==> src/hw/rtl/qte_pkg.sv <==
// shared types, constants and helpers for the quaternion to euler converter
package qte_pkg;

    localparam int QUAT_WIDTH    = 16;
    localparam int ANGLE_WIDTH   = 16;
    localparam int CORDIC_STAGES = 16;
    localparam int THR_WIDTH     = 16;
    localparam logic [THR_WIDTH-1:0] THR_RESET = 16'd32735;

    localparam int FW      = 21;  // q1.20 working format
    localparam int PW      = 42;  // q2.40 products
    localparam int CW      = 48;  // cordic datapath
    localparam int TW      = 29;  // asin argument in q.28
    localparam int SQ_BITS = 29;  // square root result bits
    localparam int RW      = 58;  // square root remainder
    localparam int NW      = 60;  // pole compare
    localparam int AW32    = 32;  // angle accumulator

    localparam logic signed [CW-1:0] FIX_ONE  = 48'sh0100_0000_0000;
    localparam logic signed [CW-1:0] SAT_LIM  = 48'sh0080_0000_0000;
    localparam logic [RW-1:0]        SQ_ONE   = 58'h100_0000_0000_0000;
    localparam logic [AW32-1:0]      QUARTER_TURN = 32'h4000_0000;
    localparam logic [AW32-1:0]      HALF_TURN    = 32'h8000_0000;
    localparam logic [AW32-1:0]      THREE_QUARTER_TURN = 32'hC000_0000;

    localparam logic [AW32-1:0] ATAN_TAB [32] = '{
        32'h20000000, 32'h12E4051E, 32'h09FB385B, 32'h051111D4, 32'h028B0D43, 32'h0145D7E1,
        32'h00A2F61E, 32'h00517C55, 32'h0028BE53, 32'h00145F2F, 32'h000A2F98, 32'h000517CC,
        32'h00028BE6, 32'h000145F3, 32'h0000A2F9, 32'h0000517C, 32'h000028BE, 32'h0000145F,
        32'h00000A2F, 32'h00000517, 32'h0000028B, 32'h00000145, 32'h000000A2, 32'h00000051,
        32'h00000028, 32'h00000014, 32'h0000000A, 32'h00000005, 32'h00000002, 32'h00000001,
        32'h00000000, 32'h00000000
    };

    typedef enum logic [1:0] {
        PC_REGULAR = 2'd0,
        PC_NORTH   = 2'd1,
        PC_SOUTH   = 2'd2
    } t_pole;

    typedef enum logic [1:0] {
        SAT_NONE = 2'd0,
        SAT_POS  = 2'd1,
        SAT_NEG  = 2'd2
    } t_sat;

    typedef struct packed {
        logic signed [QUAT_WIDTH-1:0] quat_x;
        logic signed [QUAT_WIDTH-1:0] quat_y;
        logic signed [QUAT_WIDTH-1:0] quat_z;
        logic signed [QUAT_WIDTH-1:0] quat_w;
    } t_quat;

    typedef struct packed {
        logic [ANGLE_WIDTH-1:0] yaw_angle;
        logic [ANGLE_WIDTH-1:0] pitch_angle;
        logic [ANGLE_WIDTH-1:0] roll_angle;
        logic [1:0]             pole_case;
    } t_result;

    typedef struct packed {
        t_pole                 pcase;
        t_sat                  psat;
        logic signed [CW-1:0]  yaw_y;
        logic signed [CW-1:0]  yaw_x;
        logic signed [CW-1:0]  roll_y;
        logic signed [CW-1:0]  roll_x;
        logic signed [TW-1:0]  t;
    } t_side;

    typedef struct packed {
        t_side                side;
        logic [RW-1:0]        rem;
        logic [SQ_BITS-1:0]   root;
    } t_sq;

    typedef struct packed {
        logic signed [CW-1:0] x;
        logic signed [CW-1:0] y;
        logic [AW32-1:0]      ang;
        logic                 done;
    } t_cord;

    function automatic logic signed [FW-1:0] to_q20(logic signed [QUAT_WIDTH-1:0] v);
        logic signed [QUAT_WIDTH+FW-1:0] e;
        e = {v, {FW{1'b0}}};
        e = e >>> QUAT_WIDTH;
        return e[FW-1:0];
    endfunction

    function automatic logic [ANGLE_WIDTH-1:0] quant(logic [AW32-1:0] a);
        logic [AW32:0] v;
        v = {1'b0, a} + ((33'd1 << (AW32 - ANGLE_WIDTH)) >> 1);
        return v[AW32-1 -: ANGLE_WIDTH];
    endfunction

endpackage

==> src/hw/rtl/qte_sqrt_cell.sv <==
// one result bit of the restoring square root, registered
module qte_sqrt_cell #(
    parameter int BIT = 0
) (
    input  logic          i_clk,
    input  logic          i_rst_n,
    input  logic          i_valid,
    input  qte_pkg::t_sq  i_sq,
    output logic          o_valid,
    output qte_pkg::t_sq  o_sq
);

    localparam int RW = qte_pkg::RW;
    localparam int TW = qte_pkg::SQ_BITS;

    logic [RW+1:0] w_inc;
    logic          w_ge;
    qte_pkg::t_sq  n_sq;
    qte_pkg::t_sq  r_sq;
    logic          r_valid;

    // (2*root + 2^bit) * 2^bit
    assign w_inc = ((RW+2)'(i_sq.root) << (BIT + 1)) + ((RW+2)'(1) << (2 * BIT));
    assign w_ge  = {2'b00, i_sq.rem} >= w_inc;

    always_comb begin
        n_sq = i_sq;
        if (w_ge) begin
            n_sq.rem  = i_sq.rem - w_inc[RW-1:0];
            n_sq.root = i_sq.root | (TW'(1) << BIT);
        end
    end

    always_ff @(posedge i_clk) begin
        r_sq <= n_sq;
    end

    always_ff @(posedge i_clk) begin
        if (!i_rst_n) begin
            r_valid <= 1'b0;
        end else begin
            r_valid <= i_valid;
        end
    end

    assign o_valid = r_valid;
    assign o_sq    = r_sq;

endmodule

==> config.mk <==
export PLATFORM = sky130hd
export DESIGN_NAME = qte_sqrt_cell
export DESIGN_NICKNAME = d
export VERILOG_FILES = /design/src/hw/rtl/qte_pkg.sv /design/src/hw/rtl/qte_sqrt_cell.sv
export SDC_FILE = /design/constraint.sdc
export NUM_CORES = 1
export LEC_CHECK = 0
export BUFFER_PORTS_ARGS = -buffer_cell sky130_fd_sc_hd__buf_2
export CAP_MARGIN = 25
export CORE_AREA = 2 2 244 246
export CTS_BUF_LIST = sky130_fd_sc_hd__clkbuf_8
export CTS_CLUSTER_DIAMETER = 100
export CTS_CLUSTER_SIZE = 10
export DETAILED_ROUTE_END_ITERATION = 7
export DIE_AREA = 0 0 246 248
export SETUP_SLACK_MARGIN = 0.3
export SYNTH_ARGS = -nofsm -noshare
export SYNTH_HDL_FRONTEND = slang
export SYNTH_SLANG_ARGS = --single-unit
==> constraint.sdc <==
create_clock -name i_clk -period 3.3 [get_ports i_clk]
set_input_delay 0.33 -clock i_clk [delete_from_list [all_inputs] [get_ports i_clk]]
set_output_delay 0.33 -clock i_clk [all_outputs]
set_load 0.03 [all_outputs]
After elaboration in Yosys (flattened, before gate mapping):

Index checks and enable logic that the tools add are counted.

* register bits: 313
* bits of input ports: 315
* word-level logic and storage cells: 15

* add/sub/neg operators: 2
* order comparisons: 1
* mux-type cells: 1

Operators with widths (number)
* two-way mux 87 bit: 1
* >= comparator 58 x 31 -> 1 bit: 1
* subtractor 58 x 31 -> 58 bit: 1
* adder 30 x 1 -> 31 bit, second input constant: 1

Depth between registers and ports, before layout:

Gate-level depths: netlist of the first run.

* depth in word-level cells: 3
* depth in mapped cells: 13
* depth with buffers taken out: 10

Least setup slack after synthesis of the first run:

Ideal clock, no wire load.

* path kind: input -> register
* from: input port i_sq[65] (netlist bit)
* to: register r_sq (netlist bit o_sq[73])
* setup time: 134 ps
* data arrival time: 3010 ps
* data required time: 3166 ps
* path slack: 156 ps
* cell stages on the path: 11
* path buffers: 3
* cell sequence: buf_6 -> or4_4 -> or3_4 -> or3_1 -> or4_4 -> o32a_1 -> o21a_1 -> buf_6 -> buf_6 -> nor4_1 -> xor2_1

RTL lines
* from (decl): line qte_sqrt_cell.sv:8 `input qte_pkg::t_sq i_sq,`
* to (signal assigned): line qte_sqrt_cell.sv:35 `r_sq <= n_sq;`
* to (decl): line qte_sqrt_cell.sv:19 `qte_pkg::t_sq r_sq;`

==> reports/qor.yml, run 1 <==
pwr:
  p_leak_nw: 8.31
  ir_worst_vdd_mv: 0.366
  swShare: 0.311
  p_total_mw: 8.91
  p_sw_mw: 2.77
  clkPwrFrac: 0.303
  sequentialPowerShare: 0.465
  power_density_mw_per_mm2: 501
  p_comb_frac: 0.232
  p_int_mw: 6.13
setup_path:
  worstPathRequired_ns: 3.82
  end_kind: "flip-flop"
  arrival_ns: 3.49
  critPathKind: "input pin to flip-flop"
  crit_fanout: 4
  cp-start-kind: "input pin"
synthesis:
  synth_nets: 1100
  yosys_warnings: 0
  syn_area_mm2: 0.00930
  synth_most_common_cell: "dfxtp_1"
  synth_ff_type: "dfxtp_1"
  synth-compound-area-share: 0.0714
  yosys.area_share.adder: 0.0425
  synth_xor_area_frac: 0.0527
  async_reset_ff_frac: 0
  syn_inst: 754
  synth_edf_count: 0
  yosysTopAreaCellShare: 0.674
  syn_area_per_cell_um2: 12.3
  ys_ff_latch: 313
  synth.yosys.seq_area_share: 0.674
  synth_top_family_by_area: "simple AND/OR/NAND/NOR gates"
  synthMuxAreaShare: 0.0348
  yosys.area.top_type: "dfxtp_1"
  synthTopCellsByCount: "dfxtp_1 (313), nand2_1 (40), inv_1 (38)"
  synthTopCellsByArea: "dfxtp_1 (67%), ha_1 (4.0%), xor2_1 (3.4%), mux2_2 (3.3%), xnor2_1 (1.9%)"
  synth-simple-area-share: 0.0995
  synth_cell_types: 57
routing:
  vias_per_cell: 3.84
  initialDrtViolationCount: 354
  wl_um: 55500
  first_pass_iters: 4
  routedWlPerCell_um: 21.7
  ant_nets: 0
  dr_total_vias: 9788
  drc: 0
cts:
  numCtsBuffers: 38
  cts_tree: "built"
  numClockSinks: 313
  cts_setup_buffers: 0
  htreeDepth: 2
  cts_root_buffer: "clkbuf_8"
  cts_max_path_buffers: 3
  clk_pin_slew_ns: 0.07
floorplan:
  core_mm2: 0.0585
  initial_core_util: 0.159
  ios: 628
  die_x_um: 246
  dieArea_mm2: 0.0610
  die_h_um: 248
  num_rows: 89
global_routing:
  grt_pass1_vias: 10200
  antenna_found_initial: 27
  grt_start_max_net_pins: 20
  grt_pass1_wl_um: 73700
  track_usage: 0.171
  grt_overflow: 0
timing:
  final.min_clock_period_ns: 2.97
  max_freq_mhz: 336
  hold_viol: 0
  worst_pin_slew_ns: 0.872
  post-route-period-util: 0.901
  slew_viol_final: 0
  setup_tns_ns: 0
  relSlewSlack: 0.417
  rsz0062_at_grt: "yes"
  finalSetupViolations: 0
place:
  hpwl_um: 43900
  place_area_mm2: 0.0139
  gp_congestion: 0.874
  port_buffers: 627
worst_hold_path:
  min_path_type: "input pin to flip-flop"
run:
  cap_violations: 0
run_status:
  status: "complete, no violations"
layout:
  syn2layout_area_growth_pct: 91.1
  fin_util: 0.304
  fin_nets: 2112
  fin_area_mm2: 0.0178
  drive_gt1_frac: 0.446
[power by group through the flow]
stage / Clock, mW / Sequential (mW) / Combinational (mW)
after global placement: 0 / 4.23 / 1.73
final: 2.70 / 4.14 / 2.06
after global routing: 2.97 / 4.16 / 2.19
after detailed placement: 0 / 4.22 / 1.73
after floorplan: 0 / 4.76 / 0.406
after CTS: 2.85 / 4.14 / 2.06
[routing by layer]
layer | GRT usage | share of wire
met3 | 0.0574 | 0.075
met1 | 0.196 | 0.40
met4 | 0.0777 | 0.046
met2 | 0.286 | 0.47
met5 | 0.00954 | 0.0026
[placed cells by master (no fill, tap or decap), types with 3 or more instances in the layout]
cell type	instances
buf_2	627
xor2_1	36
a21oi_1	30
clkbuf_8	40
mux2_2	27
or4_4	3
o21a_1	5
xnor2_1	20
nand3_1	3
a21o_1	9
diode_2	7
nand4_1	9
nor2_1	27
nand2b_1	3
nor3_1	16
and2_1	3
or3_1	11
o21bai_1	6
dlygate4sd3_1	311
o21ai_1	3
o21ai_0	19
nor2b_1	3
nand2_1	40
ha_1	28
nor4_1	4
or4_1	9
buf_12	4
nor4_2	5
nor4_4	12
dfxtp_1	313
buf_4	48
inv_1	39
a31oi_1	3
a21oi_2	3
or2_2	6
[area by class of cell]
class / instances / area [um^2]
Multi-Input combinational cell: 385 / 3050
Clock inverter: 6 / 90.1
Tap cell: 773 / 967
Antenna cell: 7 / 17.5
Timing Repair Buffer: 990 / 6690
Sequential cell: 313 / 6270
Fill cell: 5993 / 40700
Clock buffer: 40 / 551
Inverter: 38 / 143
[flip-flops by register name (all words and copies together) (netlist names)]
signal,cells
o_sq,312
o_valid,1
[worst max-delay path: stages]
cell and delay [ns]:
buf_2 0.10, dlygate4sd3_1 0.54, buf_4 0.15, or4_1 0.42, or3_1 0.35, or3_1 0.33
or2_2 0.33, or4_4 0.51, nor4_4 0.27, xor2_1 0.15
[per-stage QoR]
step,std cells,setup slack [ns],hold WS (ns)
6_report,2552,0.327,0.0991
3_5_place_dp,2188,-0.0722,0.434
3_3_place_gp,2188,-0.0390,0.432
4_1_cts,2545,0.318,0.00793
5_1_grt,2550,0.259,0.0497
2_1_floorplan,754,0.187,0.358
[final timing paths]
kind	start	end	depth (start not counted)
min	i_sq[59]	o_sq[59]	2
max	i_sq[66]	o_sq[82]	10
[kinds of logic after synthesis]
kind of cell | Yosys count
flip-flops | 313
AND/OR/NAND/NOR | 166
AO/OA/AOI/OAI | 103
XOR/XNOR | 56
buffers and inverters | 56
adder cells (fa/ha/maj) | 31
multiplexers | 29
[what timing repair did]
action                                  CTS  global route
resized for setup                         0            24
hold buffers                            311             0
hold endpoints to repair                310             0
endpoints found under the setup margin    0            55
Note: power is estimated with default switching activity, not from simulation.
==> inputs of run 2 (changes only) <==
CORE_AREA = 10 10 238 240   (was 2 2 244 246)
DIE_AREA = 0 0 248 250   (was 0 0 246 248)
RECOVER_POWER = 25   (was not set)
==> run 2 against run 1 <==
  * Core utilization rose by 3.3 points
  * Clock power fell by 4%
  * Power fell by 1.6%
  * Hold slack got worse by 0.036 ns
  * Sequential power barely moved
  * Critical path depth rose by 5
==> reports/qor.yml, run 2 (synthesis gave the netlist of run 1 again) <==
setup_path:
  worstPathRequired_ns: 3.82  # about the same
  critPathKind: "input pin to flip-flop"
  crit_path_frequent_cell: "buf_4"
  cp-start-kind: "input pin"
  crit_fanout: 21  # +17
  worst-path-buf-inv: 6  # +3
  arrival_ns: 3.52  # +0.03 ns
  end_kind: "flip-flop"
  cpPeakStageDelay_ns: 0.52  # -0.02 ns
  critical_path.top_delay_family: "buffers and inverters"
  slowest_stage: "dlygate4sd3_1"
  worstPathCellList: "dlygate4sd3_1 > clkbuf_1 > inv_1 > ha_2 > and4_1 > nand4_1 > nor4_2 > buf_4 > nor3_2 > o32a_1 > o21a_1 > buf_12 > buf_4 > nor4_4 > xor2_1"
place:
  hpwl_um: 44400  # +1.0%
  place_area_mm2: 0.0137  # -1.5%
  dp_slack_ns: -0.115  # -0.0431 ns
  port_buffers: 627  # unchanged
  gp_congestion: 0.888  # +1.6%
routing:
  routedWlPerCell_um: 22.9  # +5.3%
  ant_nets: 0  # unchanged
  dr_total_vias: 9723  # -0.66%
  vias_per_cell: 3.94  # +2.8%
  initialDrtViolationCount: 409  # +16%
  first_pass_iters: 5  # +1
  wl_um: 56400  # +1.7%
  drc: 0  # unchanged
floorplan:
  num_rows: 84  # -5.6%
  ios: 628  # unchanged
  initial_core_util: 0.179  # +0.0197
  die_x_um: 248  # +0.81%
  die_h_um: 250  # +0.81%
  dieArea_mm2: 0.0620  # +1.6%
  core_mm2: 0.0520  # -11%
layout:
  fin_nets: 2101  # -0.52%
  drive_gt1_frac: 0.434  # -0.0121
  layout_commonest_cell: "buf_2"
  syn2layout_area_growth_pct: 88.7
  largest_reg_flops: 312  # unchanged
  fin_area_mm2: 0.0176  # -1.3%
  final_cell_mix: "buf_2 (602), dfxtp_1 (313), dlygate4sd3_1 (309)"
  fill_cells: 5226  # -13%
global_routing:
  grt_pass1_vias: 10800  # +6.5%
  antenna_found_initial: 29  # +7.4%
  grt_overflow: 0  # unchanged
  grt_start_max_net_pins: 32  # +60%
  track_usage: 0.173  # +0.00181
  grt_pass1_wl_um: 77700  # +5.5%
pwr:
  ir_worst_vdd_mv: 0.325  # -11%
  p_leak_nw: 8.16  # -1.8%
  power_density_mw_per_mm2: 499  # -0.35%
timing:
  slew_viol_final: 0  # unchanged
  finalSetupViolations: 0  # unchanged
  final.min_clock_period_ns: 3.00  # +0.0264 ns
  max_freq_mhz: 333  # -0.88%
  hold_viol: 0  # unchanged
  rsz0062_at_grt: "yes"
  worst_pin_slew_ns: 0.902  # +0.0296 ns
  post-route-period-util: 0.909  # +0.00801
  worst_slack_ns: 0.301  # -0.0264 ns
  relSlewSlack: 0.397  # -0.0198
cts:
  clk_pin_slew_ns: 0.07  # about the same
  cts_tree: "built"
  cts_root_buffer: "clkbuf_8"
  cts_max_path_buffers: 3  # unchanged
  htreeDepth: 2  # unchanged
  numClockSinks: 313  # unchanged
  numCtsBuffers: 39  # +2.6%
run:
  cap_violations: 0  # unchanged
run_status:
  status: "complete, no violations"
worst_hold_path:
  min_path_type: "input pin to flip-flop"
==> run 2: cell types whose count changed in the layout (fill, tap and decap cells not counted), sizes merged <==
cell         change
buf             -34
clkbuf          +24
diode            +6
clkinv           +4
bufinv           -2
dlygate4sd3      -2
clkinvlp         +1
inv              +1
==> run 2: area by class of cell <==
cell class / count / area, um^2 / share of cell area
antenna: 13 / 32.5 / 0.00185
clock buffer: 40 / 551 / 0.0314
clock inverter: 10 / 63.8 / 0.00364
inverter: 38 / 143 / 0.00813
multi-input combinational: 385 / 3080 / 0.176
sequential: 313 / 6270 / 0.357
tap: 688 / 861 / 0.0490
timing repair buffer: 978 / 6550 / 0.373
==> run 2: timing repair <==
item                                    in CTS  in global routing
endpoints found under the setup margin       0                 55
buffers inserted                             0                  1
hold buffers                               309                  0
resized for setup                            0                 34
endpoints found under the hold margin      308                  0
==> run 2: worst paths after layout <==
check	startpoint	to	slack, ns	cells after the start
worst min-delay path	i_sq[66]	o_sq[66]	0.06	3
worst max-delay path	i_sq[23]	o_sq[78]	0.30	15
==> run 2: report_power, final <==
group	leakage, nW	switching, mW	internal (mW)
registers	2.64	0.0745	4.05
logic	5.19	1.24	0.813
clock network	0.329	1.47	1.11
total	8.16	2.79	5.97
==> run 2: per-layer routing <==
metal,track usage,vias up,wire (um)
met3,0.0703,135,5640
met4,0.111,26,3760
met1,0.177,4550,20300
met2,0.287,425,26600
met5,0,-,174
li1,-,4587,-
==> run 2: stage by stage <==
step                instances  hold slack (ns)  power (mW)   util  setup TNS (ns)
finish                   2465           0.0635        8.76  0.337               0
global route             2461           0.0153        9.19  0.337               0
CTS                      2451          0.00221        8.92  0.334               0
detailed placement       2092            0.434        5.93  0.263          -0.952
global placement         2092            0.433        5.92  0.263          -0.306
floorplan                 754            0.358        5.16      -               0
